**config.mk**
```make
export PLATFORM = sky130hd
export DESIGN_NAME = humidity_relay_controller_top
export DESIGN_NICKNAME = d
export VERILOG_FILES = /design/src/hrc_pkg.sv /design/src/hrc_step.sv /design/src/humidity_relay_controller_top.sv
export VERILOG_INCLUDE_DIRS = /design/src /design/src/src
export SDC_FILE = /design/constraint.sdc
export NUM_CORES = 1
export LEC_CHECK = 0
export CAP_MARGIN = 20
export CORE_ASPECT_RATIO = 1.75
export CORE_MARGIN = 2
export CORE_UTILIZATION = 35
export DETAILED_ROUTE_END_ITERATION = 8
export DONT_BUFFER_PORTS = 1
export HOLD_SLACK_MARGIN = 0.15
export MAX_ROUTING_LAYER = met4
export PLACE_DENSITY_LB_ADDON = 0.05
export SKIP_CTS_REPAIR_TIMING = 1
export SLEW_MARGIN = 40
export SYNTH_ARGS = -nofsm -noshare
export SYNTH_HDL_FRONTEND = slang
export SYNTH_SLANG_ARGS = --single-unit
export TNS_END_PERCENT = 100
```
**constraint.sdc**
```tcl
create_clock -name clk -period 5.9 [get_ports clk]
set_input_delay 1.18 -clock clk [delete_from_list [all_inputs] [get_ports clk]]
set_output_delay 1.18 -clock clk [all_outputs]
set_load 0.02 [all_outputs]
```
**src/humidity_relay_controller_top_defines.svh**
```systemverilog
// ---------------------------------------------------------------------------
// humidity_relay_controller_top_defines
// Assertion macros shared by the humidity relay controller RTL.
// ---------------------------------------------------------------------------
`ifndef HUMIDITY_RELAY_CONTROLLER_TOP_DEFINES_SVH
`define HUMIDITY_RELAY_CONTROLLER_TOP_DEFINES_SVH

// Same-cycle implication, disabled while in reset.
`define HRC_ASSERT_IMPLY(label, clk, rst_n, ante, cons) \
	label: assert property (@(posedge clk) disable iff (!rst_n) (ante) |-> (cons)) \
		else $error("hrc assertion failed");

// Next-cycle implication, disabled while in reset.
`define HRC_ASSERT_NEXT(label, clk, rst_n, ante, cons) \
	label: assert property (@(posedge clk) disable iff (!rst_n) (ante) |=> (cons)) \
		else $error("hrc assertion failed");

`endif

```
**src/hrc_pkg.sv**
```systemverilog
// ---------------------------------------------------------------------------
// hrc_pkg
// Types and constants for the humidity relay controller.
// ---------------------------------------------------------------------------
package hrc_pkg;

	localparam int unsigned HUM_W    = 10;
	localparam int unsigned SEC_W    = 16;
	localparam int unsigned TIME_W   = 32;
	// seconds * 1000 fits in 26 bits (65535000 < 2^26)
	localparam int unsigned MS_W     = 26;
	localparam int unsigned MS_PER_S = 1000;
	localparam int unsigned IDX_W    = 3;
	localparam int unsigned CFGD_W   = 16;
	localparam int unsigned IN_W     = 64;
	localparam int unsigned OUT_W    = 16;

	typedef enum logic [1:0] {
		MODE_HUMIDITY = 2'd0,
		MODE_NIGHT    = 2'd1,
		MODE_OVR_ON   = 2'd2,
		MODE_OVR_OFF  = 2'd3
	} mode_t;

	typedef enum logic [IDX_W-1:0] {
		REG_HUM_FLOOR   = 3'd0,
		REG_ASST_FLOOR  = 3'd1,
		REG_HUM_CEIL    = 3'd2,
		REG_BURST_ON    = 3'd3,
		REG_BURST_OFF   = 3'd4,
		REG_OVR_TIMEOUT = 3'd5
	} reg_idx_t;

	typedef struct packed {
		logic [HUM_W-1:0] hum_floor;
		logic [HUM_W-1:0] asst_floor;
		logic [HUM_W-1:0] hum_ceil;
		logic [MS_W-1:0]  burst_on_ms;
		logic [MS_W-1:0]  burst_off_ms;
		logic [MS_W-1:0]  ovr_timeout_ms;
	} cfg_t;

	typedef struct packed {
		mode_t             mode;
		logic [TIME_W-1:0] now_ms;
		logic [HUM_W-1:0]  humidity;
		logic              humidity_valid;
		logic [HUM_W-1:0]  last_good_humidity;
		logic              calibration_active;
		logic              night_now;
		logic              humidifier_on;
		logic              assist_on;
		logic              compressor_on;
	} item_t;

	typedef struct packed {
		logic humidifier_write;
		logic humidifier_value;
		logic assist_write;
		logic assist_value;
		logic compressor_force_off;
		logic burst_running;
		logic burst_in_on_phase;
		logic override_running;
		logic night_lockout;
	} result_t;

	function automatic logic [MS_W-1:0] sec_to_ms(input logic [SEC_W-1:0] sec);
		sec_to_ms = MS_W'(sec) * MS_W'(MS_PER_S);
	endfunction

endpackage

```
**src/hrc_step.sv**
```systemverilog
// ---------------------------------------------------------------------------
// hrc_step
// Control state and one-event decision logic; state commits on advance.
// ---------------------------------------------------------------------------
module hrc_step (
	input  logic            clk,
	input  logic            arst_n,
	input  logic            advance,
	input  hrc_pkg::item_t  item,
	input  hrc_pkg::cfg_t   cfg,
	output hrc_pkg::result_t result
);
	import hrc_pkg::*;

	logic              night_q, burst_q, phase_q, ovr_q;
	logic [TIME_W-1:0] phase_start_q, ovr_start_q;

	logic              night_d, burst_d, phase_d, ovr_d;
	logic [TIME_W-1:0] phase_start_d, ovr_start_d;

	logic              ovr_expired, ovr_live;
	logic [HUM_W-1:0]  hum;
	logic              phase_eff;
	logic [TIME_W-1:0] start_eff, ovr_elapsed, burst_elapsed;
	logic [MS_W-1:0]   burst_thr;
	logic              burst_expired;
	logic hw, hv, aw, av, cfo;

	assign ovr_elapsed   = item.now_ms - ovr_start_q;
	assign ovr_expired   = ovr_elapsed >= TIME_W'(cfg.ovr_timeout_ms);
	assign ovr_live      = ovr_q && !ovr_expired;
	assign hum           = item.humidity_valid ? item.humidity : item.last_good_humidity;

	// a fresh burst starts in its on phase at this time stamp
	assign phase_eff     = burst_q ? phase_q : 1'b1;
	assign start_eff     = burst_q ? phase_start_q : item.now_ms;
	assign burst_elapsed = item.now_ms - start_eff;
	assign burst_thr     = phase_eff ? cfg.burst_on_ms : cfg.burst_off_ms;
	assign burst_expired = burst_elapsed >= TIME_W'(burst_thr);

	always_comb begin
		night_d       = night_q;
		burst_d       = burst_q;
		phase_d       = phase_q;
		phase_start_d = phase_start_q;
		ovr_d         = ovr_q;
		ovr_start_d   = ovr_start_q;
		hw  = 1'b0;
		hv  = 1'b0;
		aw  = 1'b0;
		av  = 1'b0;
		cfo = 1'b0;
		case (item.mode)
			MODE_HUMIDITY: begin
				if (!item.calibration_active) begin
					ovr_d = ovr_live;
					if (!ovr_live) begin
						if (hum >= cfg.hum_ceil) begin
							hw = item.humidifier_on;
							if (burst_q || item.assist_on) begin
								aw      = 1'b1;
								burst_d = 1'b0;
								phase_d = 1'b0;
							end
						end else begin
							if (hum < cfg.hum_floor) begin
								if (!item.humidifier_on) begin
									hw = 1'b1;
									hv = 1'b1;
								end
							end else begin
								hw = item.humidifier_on;
							end
							if (hum < cfg.asst_floor) begin
								burst_d = 1'b1;
								if (burst_expired) begin
									phase_d       = !phase_eff;
									phase_start_d = item.now_ms;
									aw            = 1'b1;
									av            = !phase_eff;
								end else begin
									phase_d       = phase_eff;
									phase_start_d = start_eff;
									aw            = !burst_q;
									av            = !burst_q;
								end
							end else if (burst_q) begin
								burst_d = 1'b0;
								phase_d = 1'b0;
								aw      = 1'b1;
							end
						end
					end
				end
			end
			MODE_NIGHT: begin
				night_d = item.night_now;
				if (item.night_now) begin
					cfo = item.compressor_on;
					if (item.assist_on) begin
						aw      = 1'b1;
						burst_d = 1'b0;
						phase_d = 1'b0;
					end
				end
			end
			MODE_OVR_ON: begin
				ovr_d       = 1'b1;
				ovr_start_d = item.now_ms;
			end
			MODE_OVR_OFF: begin
				ovr_d = 1'b0;
			end
			default: begin
			end
		endcase
	end

	always_comb begin
		result.humidifier_write     = hw;
		result.humidifier_value     = hv;
		result.assist_write         = aw;
		result.assist_value         = av;
		result.compressor_force_off = cfo;
		result.burst_running        = burst_d;
		result.burst_in_on_phase    = phase_d;
		result.override_running     = ovr_d;
		result.night_lockout        = night_d;
	end

	always_ff @(posedge clk or negedge arst_n) begin
		if (!arst_n) begin
			night_q       <= 1'b0;
			burst_q       <= 1'b0;
			phase_q       <= 1'b0;
			phase_start_q <= '0;
			ovr_q         <= 1'b0;
			ovr_start_q   <= '0;
		end else if (advance) begin
			night_q       <= night_d;
			burst_q       <= burst_d;
			phase_q       <= phase_d;
			phase_start_q <= phase_start_d;
			ovr_q         <= ovr_d;
			ovr_start_q   <= ovr_start_d;
		end
	end

endmodule

```
**src/humidity_relay_controller_top.sv**
```systemverilog
// Each beat passes through the input register and then the result register on its way out.
// Throughput: one event per cycle; the relay state update is a single compare/subtract
// pass between the input register and the result register.
// Stalls: a full result register holds the input register, which then drops s_axis_tready.
// Reset (arst_n low, async): thresholds return to defaults, relay/burst/override state
// clears, both pipeline registers empty. No clearing pass; first beat accepted at once.
// ---------------------------------------------------------------------------
// humidity_relay_controller_top
// Humidity relay controller: event stream in, relay command beat out.
// ---------------------------------------------------------------------------
`include "humidity_relay_controller_top_defines.svh"

module humidity_relay_controller_top (
	input  logic                      clk,
	input  logic                      arst_n,
	// config write channel
	input  logic                      cfg_valid,
	output logic                      cfg_ready,
	input  logic [hrc_pkg::IDX_W-1:0]  cfg_index,
	input  logic [hrc_pkg::CFGD_W-1:0] cfg_data,
	// event stream in
	input  logic                      s_axis_tvalid,
	output logic                      s_axis_tready,
	// now_ms[31:0], humidity[41:32], humidity_valid[42], last_good_humidity[52:43],
	// calibration_active[53], night_now[54], humidifier_on[55], assist_on[56],
	// compressor_on[57], zero[63:58]
	input  logic [hrc_pkg::IN_W-1:0]   s_axis_tdata,
	// mode[1:0]
	input  logic [1:0]                s_axis_tuser,
	// result stream out
	output logic                      m_axis_tvalid,
	input  logic                      m_axis_tready,
	// humidifier_write[0], humidifier_value[1], assist_write[2], assist_value[3],
	// compressor_force_off[4], burst_running[5], burst_in_on_phase[6],
	// override_running[7], night_lockout[8], zero[15:9]
	output logic [hrc_pkg::OUT_W-1:0]  m_axis_tdata
);
	import hrc_pkg::*;

	cfg_t    cfg_q;
	item_t   item_in, item_s1;
	logic    valid_s1;
	result_t res_d, res_q;
	logic    out_valid_q;
	logic    s_fire, advance;

	// Config: thresholds in ms are formed at write time so the event path
	// only has a subtract and a compare.
	assign cfg_ready = 1'b1;

	always_ff @(posedge clk or negedge arst_n) begin
		if (!arst_n) begin
			cfg_q.hum_floor      <= HUM_W'(600);
			cfg_q.asst_floor     <= HUM_W'(500);
			cfg_q.hum_ceil       <= HUM_W'(800);
			cfg_q.burst_on_ms    <= MS_W'(10 * MS_PER_S);
			cfg_q.burst_off_ms   <= MS_W'(50 * MS_PER_S);
			cfg_q.ovr_timeout_ms <= MS_W'(600 * MS_PER_S);
		end else if (cfg_valid && cfg_ready) begin
			case (reg_idx_t'(cfg_index))
				REG_HUM_FLOOR:   cfg_q.hum_floor      <= cfg_data[HUM_W-1:0];
				REG_ASST_FLOOR:  cfg_q.asst_floor     <= cfg_data[HUM_W-1:0];
				REG_HUM_CEIL:    cfg_q.hum_ceil       <= cfg_data[HUM_W-1:0];
				REG_BURST_ON:    cfg_q.burst_on_ms    <= sec_to_ms(cfg_data);
				REG_BURST_OFF:   cfg_q.burst_off_ms   <= sec_to_ms(cfg_data);
				REG_OVR_TIMEOUT: cfg_q.ovr_timeout_ms <= sec_to_ms(cfg_data);
				default: begin
				end
			endcase
		end
	end

	// Unpack the input beat.
	always_comb begin
		item_in.mode               = mode_t'(s_axis_tuser);
		item_in.now_ms             = s_axis_tdata[31:0];
		item_in.humidity           = s_axis_tdata[41:32];
		item_in.humidity_valid     = s_axis_tdata[42];
		item_in.last_good_humidity = s_axis_tdata[52:43];
		item_in.calibration_active = s_axis_tdata[53];
		item_in.night_now          = s_axis_tdata[54];
		item_in.humidifier_on      = s_axis_tdata[55];
		item_in.assist_on          = s_axis_tdata[56];
		item_in.compressor_on      = s_axis_tdata[57];
	end

	// Stage 1 moves on whenever the result register is empty or being drained.
	assign advance       = valid_s1 && (!out_valid_q || m_axis_tready);
	assign s_axis_tready = !valid_s1 || advance;
	assign s_fire        = s_axis_tvalid && s_axis_tready;

	always_ff @(posedge clk or negedge arst_n) begin
		if (!arst_n) begin
			valid_s1 <= 1'b0;
		end else if (s_fire) begin
			valid_s1 <= 1'b1;
		end else if (advance) begin
			valid_s1 <= 1'b0;
		end
	end

	always_ff @(posedge clk) begin
		if (s_fire) begin
			item_s1 <= item_in;
		end
	end

	hrc_step u_step (
		.clk     (clk),
		.arst_n  (arst_n),
		.advance (advance),
		.item    (item_s1),
		.cfg     (cfg_q),
		.result  (res_d)
	);

	// Result register.
	always_ff @(posedge clk or negedge arst_n) begin
		if (!arst_n) begin
			out_valid_q <= 1'b0;
		end else if (advance) begin
			out_valid_q <= 1'b1;
		end else if (m_axis_tready) begin
			out_valid_q <= 1'b0;
		end
	end

	always_ff @(posedge clk) begin
		if (advance) begin
			res_q <= res_d;
		end
	end

	assign m_axis_tvalid = out_valid_q;
	assign m_axis_tdata  = {7'd0, res_q.night_lockout, res_q.override_running,
		res_q.burst_in_on_phase, res_q.burst_running, res_q.compressor_force_off,
		res_q.assist_value, res_q.assist_write, res_q.humidifier_value,
		res_q.humidifier_write};

	// A commanded value is never set without its write strobe.
	`HRC_ASSERT_IMPLY(a_value_needs_write, clk, arst_n, m_axis_tvalid, !(m_axis_tdata[1] && !m_axis_tdata[0]) && !(m_axis_tdata[3] && !m_axis_tdata[2]))
	// On phase only exists inside a running burst.
	`HRC_ASSERT_IMPLY(a_phase_in_burst, clk, arst_n, m_axis_tvalid, !m_axis_tdata[6] || m_axis_tdata[5])
	// A held event with a stalled result blocks the input side.
	`HRC_ASSERT_IMPLY(a_stall_blocks, clk, arst_n, valid_s1 && out_valid_q && !m_axis_tready, !s_axis_tready)
	// Every stage-1 advance yields a result beat next cycle.
	`HRC_ASSERT_NEXT(a_advance_result, clk, arst_n, advance, m_axis_tvalid)

endmodule
```
==> impl_metrics.toml, run 1 <==
[global_routing]
grt_pass1_wl_um = 69060
antenna_found_initial = 0
grt_max_degree = 170
grt_use_total = 0.1823
grt_pass1_vias = 12637
gr-total-overflow = 0

[setup_path]
r2r-start = "item_s1[26]$_DFFE_PP_"
crit_start = "item_s1[26]$_DFFE_PP_"
startpoint_type = "flip-flop"
path_class = "flip-flop to flip-flop"
cp_max_fo = 8
end_kind = "flip-flop"
cp.arrival_ns = 6.09
cp_data_required_time_ns = 6.34

[placement]
dp_hpwl_um = 34040
io_buffers = 0
placed_area_sq_mm = 0.01829
gp_congestion = 0.8514
placed_cells = 2313

[cells_and_area]
layout.cells.non_filler = 2375
num_antenna_cells = 0
layout.nets = 2043
drive_above_1_share = 0.1876
syn_to_final_growth_pct = 14.57
design_area_sq_mm = 0.01946
fillCellCount = 4726

[sta]
finalSetupViolations = 0
post-route-period-util = 0.9574
slew_headroom = 0.5941
fmax_mhz = 177.0
hold_viol = 0
skew_ns = 0.01320
fin_tns_setup_ns = 0
min_period_ns = 5.648
worst_pin_slew_ns = 0.6088
drv_slew = 0

[power_and_ir_drop]
p_clk_frac = 0.185
power.density_mw_per_mm2 = 470.6
p_leak_uw = 0.008642
internal_power_uw = 5448
p_seq_frac = 0.268
worst_ir_drop_vdd_uv = 304.2
comb_power_share = 0.547
sw_frac_of_total = 0.4050
p_switching_uw = 3708

[synth]
avgSynthCellArea_sq_um = 10.50
synth_enable_flop_cells = 69
post_synth_inst_count = 1617
yosys.cell_types.count = 83
dominantRegCellSynth = "dfrtp_1"
yosysSeqAreaShare = 0.3734
async_flop_share = 0.7101
synth-seq-cells = 238
syn-cell-area_sq_mm = 0.01698
ys_warn_count = 0

[die]
fp.dieH_um = 295.4
dieArea_sq_mm = 0.05037
fp-row-count = 106
initial_core_util = 0.3547
io_pins = 109
die_x_um = 170.5
design.core.area_sq_mm = 0.04788

[run]
max_cap_violations = 0

[cts]
clk_latency_ns = 0.56
cts_tree = "yes"
cts_made_buffers = 27
clk_path_buf_depth = 3
clk_pin_slew_ns = 0.06
ctsHtreeMaxLevel = 1
cts.sinks = 238
root_buffer = "clkbuf_16"

[routing]
drt_iter0_drc = 502
ant_nets = 0
via_per_inst = 5.014
drc = 0
num_vias = 11909
wl_per_cell_um = 18.77
wl_um = 44580
first_pass_iters = 5

[worst_hold_path]
hp-class = "input port to async pin"

[status]
outcome = "finished clean"
[cells in the mapped netlist, types with 25 or more instances]
master	count	area share
dfrtp_1	137	0.20
fa_1	56	0.066
ha_1	190	0.14
dfstp_2	32	0.050
edfxtp_1	69	0.12
nor2_1	62	0.014
o21ai_0	150	0.044
clkbuf_1	27	0.0060
xnor2_1	46	0.024
nand2_1	148	0.033
a21o_1	45	0.020
mux2i_1	56	0.033
mux2_2	62	0.041
nand3_1	25	0.0074
mux2_4	30	0.027
inv_1	127	0.028
a21oi_1	97	0.029
[flip-flops by register name, summed over array words and instances (netlist names)]
register / flops
u_step.ovr_q: 1
item_s1: 60
u_step.burst_q: 1
cfg_q: 99
valid_s1: 1
u_step.phase_q: 1
m_axis_tdata: 9
u_step.ovr_start_q: 32
m_axis_tvalid: 1
u_step.phase_start_q: 32
u_step.night_q: 1
[cell families after synthesis]
group           count (synthesis)  synth area share
fa+ha+maj                     246            0.2060
xor+xnor                       68           0.03507
simple gates                  348           0.09835
other cells                     2         0.0004422
mux                           148            0.1006
compound gates                396            0.1440
buf+inv                       171           0.04221
flops                         238            0.3734
[placed cells by master (no fill, tap or decap), drive strengths merged, types with 4 or more instances in the layout]
cell type | synthesis | layout
a211oi | 9 | 9
clkbuf | 29 | 36
dfrtp | 137 | 137
xor2 | 22 | 22
or2 | 7 | 7
o211ai | 15 | 15
fa | 56 | 56
nand2b | 20 | 20
conb | 2 | 8
a21boi | 10 | 10
a31oi | 9 | 9
inv | 127 | 134
nand4 | 11 | 11
o21a | 12 | 12
a21oi | 97 | 97
nor3 | 22 | 22
mux2 | 92 | 92
buf | 15 | 97
ha | 190 | 190
a211o | 5 | 5
nor2 | 62 | 62
nand3 | 26 | 26
dfstp | 32 | 32
and3 | 9 | 9
xnor2 | 46 | 46
nor4 | 4 | 4
o21bai | 8 | 8
nand2 | 148 | 148
a21o | 46 | 46
nor2b | 7 | 7
clkinv | 0 | 7
or3 | 7 | 7
o21ai | 151 | 151
edfxtp | 69 | 69
o31ai | 5 | 5
and2 | 7 | 7
mux2i | 56 | 56
[power groups by stage]
stage	combinational (uW)	sequential (uW)	clock, uW
floorplan	3540	2410	0
global placement	4820	2480	0
detailed placement	4900	2490	0
CTS	4930	2470	1780
global route	5700	2510	1840
finish	5010	2450	1690
[path summary, 6_finish.rpt]
path,to,slack [ns],cells after the start
hold / removal,u_step.ovr_start_q[3]$_DFFE_PN0P_,0.32,0
setup / recovery,u_step.phase_start_q[9]$_DFFE_PN0P_,0.25,27
max in group asynchronous,cfg_q[19]$_DFFE_PN1P_,5.25,0
min in group clk,cfg_q[34]$_DFFE_PN1P_,0.48,2
setup reg to reg,u_step.phase_start_q[9]$_DFFE_PN0P_,0.25,27
hold reg to reg,cfg_q[34]$_DFFE_PN1P_,0.48,2
[metrics by stage]
| step | power, uW | hold slack [ns] | setup WS, ns | utilization |
|---|---|---|---|---|
| detailed placement | 7389 | 0.4698 | -0.02191 | 0.3819 |
| CTS | 9171 | 0.2846 | -0.05636 | 0.4005 |
| finish | 9157 | 0.3166 | 0.2516 | 0.4064 |
| floorplan | 5945 | 0.4492 | 0.3455 | - |
| global placement | 7301 | 0.4618 | 0.01400 | 0.3813 |
| global route | 10050 | 0.2796 | -0.02332 | 0.4064 |
[worst max-delay path, cell delays in order (launching register included)]
cell and delay [ns]:
edfxtp_1 0.35, inv_1 0.06, ha_1 0.22, fa_2 0.35, nand2b_1 0.17, a21oi_1 0.15
buf_4 0.16, o2111ai_4 0.17, a2111oi_4 0.38, buf_4 0.19, or2_2 0.12, a21o_1 0.12
a21oi_1 0.07, xnor2_1 0.17, ha_1 0.22, a211o_1 0.32, a21oi_2 0.18, o311ai_1 0.13
nor2_1 0.19, a221oi_2 0.09, buf_4 0.18, a2111oi_4 0.28, nand4_2 0.23, o211ai_4 0.27
nor4_4 0.08, buf_12 0.15, clkbuf_16 0.17, mux2_4 0.31
[per-layer routing]
layer | part of all wire | vias to the layer above | track usage
li1 | - | 5944 | -
met1 | 0.39 | 5717 | 0.1941
met2 | 0.54 | 182 | 0.3425
met3 | 0.034 | 66 | 0.02477
met4 | 0.032 | 0 | 0.06087
met5 | 0 | - | -
[layout make-up]
type	instances	area [sq um]	share of cell area
flip-flops and latches	238	6342	0.3259
repair buffers	99	834.6	0.04289
well taps	648	810.8	0.04167
inverters	127	476.7	0.02450
clock inverters	15	93.84	0.004823
clock buffers	34	795.8	0.04089
multi-input cells	1214	10100	0.5193
Power figures use the tool's default switching activity.
==> run 2: changes to the inputs <==
--- a/config.mk
+++ b/config.mk
@@ -7,6 +7,8 @@
 export NUM_CORES = 1
 export LEC_CHECK = 0
 export CAP_MARGIN = 20
+export CELL_PAD_IN_SITES_DETAIL_PLACEMENT = 0
+export CELL_PAD_IN_SITES_GLOBAL_PLACEMENT = 1
 export CORE_ASPECT_RATIO = 1.75
 export CORE_MARGIN = 2
 export CORE_UTILIZATION = 35
@@ -15,6 +17,7 @@
 export HOLD_SLACK_MARGIN = 0.15
 export MAX_ROUTING_LAYER = met4
 export PLACE_DENSITY_LB_ADDON = 0.05
+export SETUP_SLACK_MARGIN = 0.15
 export SKIP_CTS_REPAIR_TIMING = 1
 export SLEW_MARGIN = 40
 export SYNTH_ARGS = -nofsm -noshare
==> impl_metrics.toml, run 2 (synthesis gave the netlist of run 1 again) <==
[sta]
finalSetupViolations = 0
post-route-period-util = 0.9347
worst_pin_slew_ns = 0.7705
min_period_ns = 5.515
worst_slack_ns = 0.3853
hold_viol = 0
drv_slew = 0
skew_ns = 0.01513
slew_headroom = 0.4858
fmax_mhz = 181.3
fin_tns_setup_ns = 0
rsz0062_at_grt = "false"
holdWs_ns = 0.3241

[placement]
io_buffers = 0
dp_hpwl_um = 34510
gp_congestion = 0.8226
placed_cells = 2302
pre_cts_slack_ns = -0.04826

[run]
max_cap_violations = 0

[cts]
ctsHtreeMaxLevel = 1
clk_path_buf_depth = 3
clk_latency_ns = 0.56
cts_made_buffers = 27
root_buffer = "clkbuf_16"
cts.sinks = 238
cts_tree = "yes"
clk_pin_slew_ns = 0.06

[die]
fp-row-count = 106
initial_core_util = 0.3547
io_pins = 109
dieArea_sq_mm = 0.05037
fp.dieH_um = 295.4
die_x_um = 170.5
design.core.area_sq_mm = 0.04788

[cells_and_area]
num_antenna_cells = 0
layout.cells.non_filler = 2375
largest_reg_flops = 99
final_common_cell = "ha_1"
fillCellCount = 4742
syn_to_final_growth_pct = 16.07
drive_above_1_share = 0.2003
max_flop_register = "cfg_q"
layout_common_cells = "ha_1, nand2_1, o21ai_0"
largest_registers = "cfg_q: 99 flops, item_s1: 60 flops"
layout.nets = 2043

[routing]
wl_per_cell_um = 19.05
wl_um = 45250
ant_nets = 0
via_per_inst = 5.017
first_pass_iters = 5
drc = 0
num_vias = 11916
drt_iter0_drc = 417

[power_and_ir_drop]
p_leak_uw = 0.008690
p_seq_frac = 0.261
comb_power_share = 0.554
p_switching_uw = 3815
internal_power_uw = 5608
power.density_mw_per_mm2 = 478.0
p_clk_frac = 0.185
worst_ir_drop_vdd_uv = 251.1
sw_frac_of_total = 0.4049

[global_routing]
grt_pass1_wl_um = 69970
antenna_found_initial = 1
gr-total-overflow = 0
grt_pass1_vias = 12723
grt_max_degree = 170
grt_use_total = 0.1849

[setup_path]
path_class = "flip-flop to flip-flop"
r2r-start = "u_step.burst_q$_DFFE_PN0P_"
worstRegToRegCells = 27
cp_max_fo = 8
end_kind = "flip-flop"
ff2ff_setup_slack_ns = 0.39
startpoint_type = "flip-flop"
r2r_end = "u_step.phase_start_q[3]$_DFFE_PN0P_"
cp.arrival_ns = 5.95
cp_data_required_time_ns = 6.34

[status]
outcome = "finished clean"

[worst_hold_path]
hp-class = "input port to async pin"
## run 2: layout make-up
class	count	area (sq um)	area share
Clock buffer	38	830.8	0.04215
Timing Repair Buffer	99	847.1	0.04297
Clock inverter	11	96.34	0.004887
Multi-Input combinational cell	1214	10310	0.5228
Tap cell	648	810.8	0.04113
Sequential cell	238	6345	0.3219
Inverter	127	476.7	0.02418
## run 2: how the worst max path moves through the flow
stage                          startpoint                                   end  cells past startpoint
2_1_floorplan  u_step.burst_q$_DFFE_PN0P_  u_step.phase_start_q[10]$_DFFE_PN0P_                     24
3_3_place_gp        item_s1[26]$_DFFE_PP_   u_step.phase_start_q[0]$_DFFE_PN0P_                     25
3_5_place_dp        item_s1[26]$_DFFE_PP_   u_step.phase_start_q[0]$_DFFE_PN0P_                     25
4_1_cts             item_s1[26]$_DFFE_PP_   u_step.phase_start_q[0]$_DFFE_PN0P_                     25
5_1_grt             item_s1[36]$_DFFE_PP_  u_step.phase_start_q[10]$_DFFE_PN0P_                     25
6_report       u_step.burst_q$_DFFE_PN0P_   u_step.phase_start_q[3]$_DFFE_PN0P_                     27
## run 2: layer usage
| layer | vias up | global-route usage | part of all wire |
|---|---|---|---|
| met3 | 48 | 0.02182 | 0.029 |
| met2 | 153 | 0.3573 | 0.57 |
| met1 | 5781 | 0.1975 | 0.39 |
| li1 | 5934 | - | - |
| met5 | - | - | 0 |
| met4 | 0 | 0.04399 | 0.019 |
## run 2: power groups by stage
| stage | clock, uW | combinational [uW] | sequential, uW |
|---|---|---|---|
| global placement | 0 | 4830 | 2490 |
| finish | 1740 | 5220 | 2460 |
| floorplan | 0 | 3540 | 2410 |
| CTS | 1820 | 4910 | 2470 |
| detailed placement | 0 | 4880 | 2500 |
| global route | 1880 | 5920 | 2520 |
## run 2: worst max-delay path: stages (launching register included)
cell and delay (ns):
dfrtp_4 0.50, buf_12 0.16, buf_8 0.14, mux2i_4 0.18, ha_1 0.31, buf_4 0.15, a2111o_1 0.43, o211ai_1 0.22
buf_4 0.17, nand2_4 0.06, a21oi_4 0.19, xnor2_2 0.14, ha_1 0.29, a21oi_2 0.14, o21ai_1 0.08, buf_4 0.14
a211oi_2 0.18, nand2_1 0.09, a31oi_2 0.19, buf_4 0.17, o2111ai_4 0.13, a21oi_2 0.17, nand4b_1 0.21, nor2_2 0.24
nor4_4 0.07, buf_6 0.15, clkbuf_16 0.17, mux2_4 0.30
## run 2: per-stage QoR
| stage | utilization | area, sq um | power [uW] |
|---|---|---|---|
| after floorplan | - | 17010 | 5945 |
| after global placement | 0.3796 | 18170 | 7314 |
| after detailed placement | 0.3804 | 18210 | 7382 |
| after CTS | 0.3997 | 19140 | 9211 |
| after global routing | 0.4117 | 19710 | 10320 |
| final | 0.4117 | 19710 | 9422 |
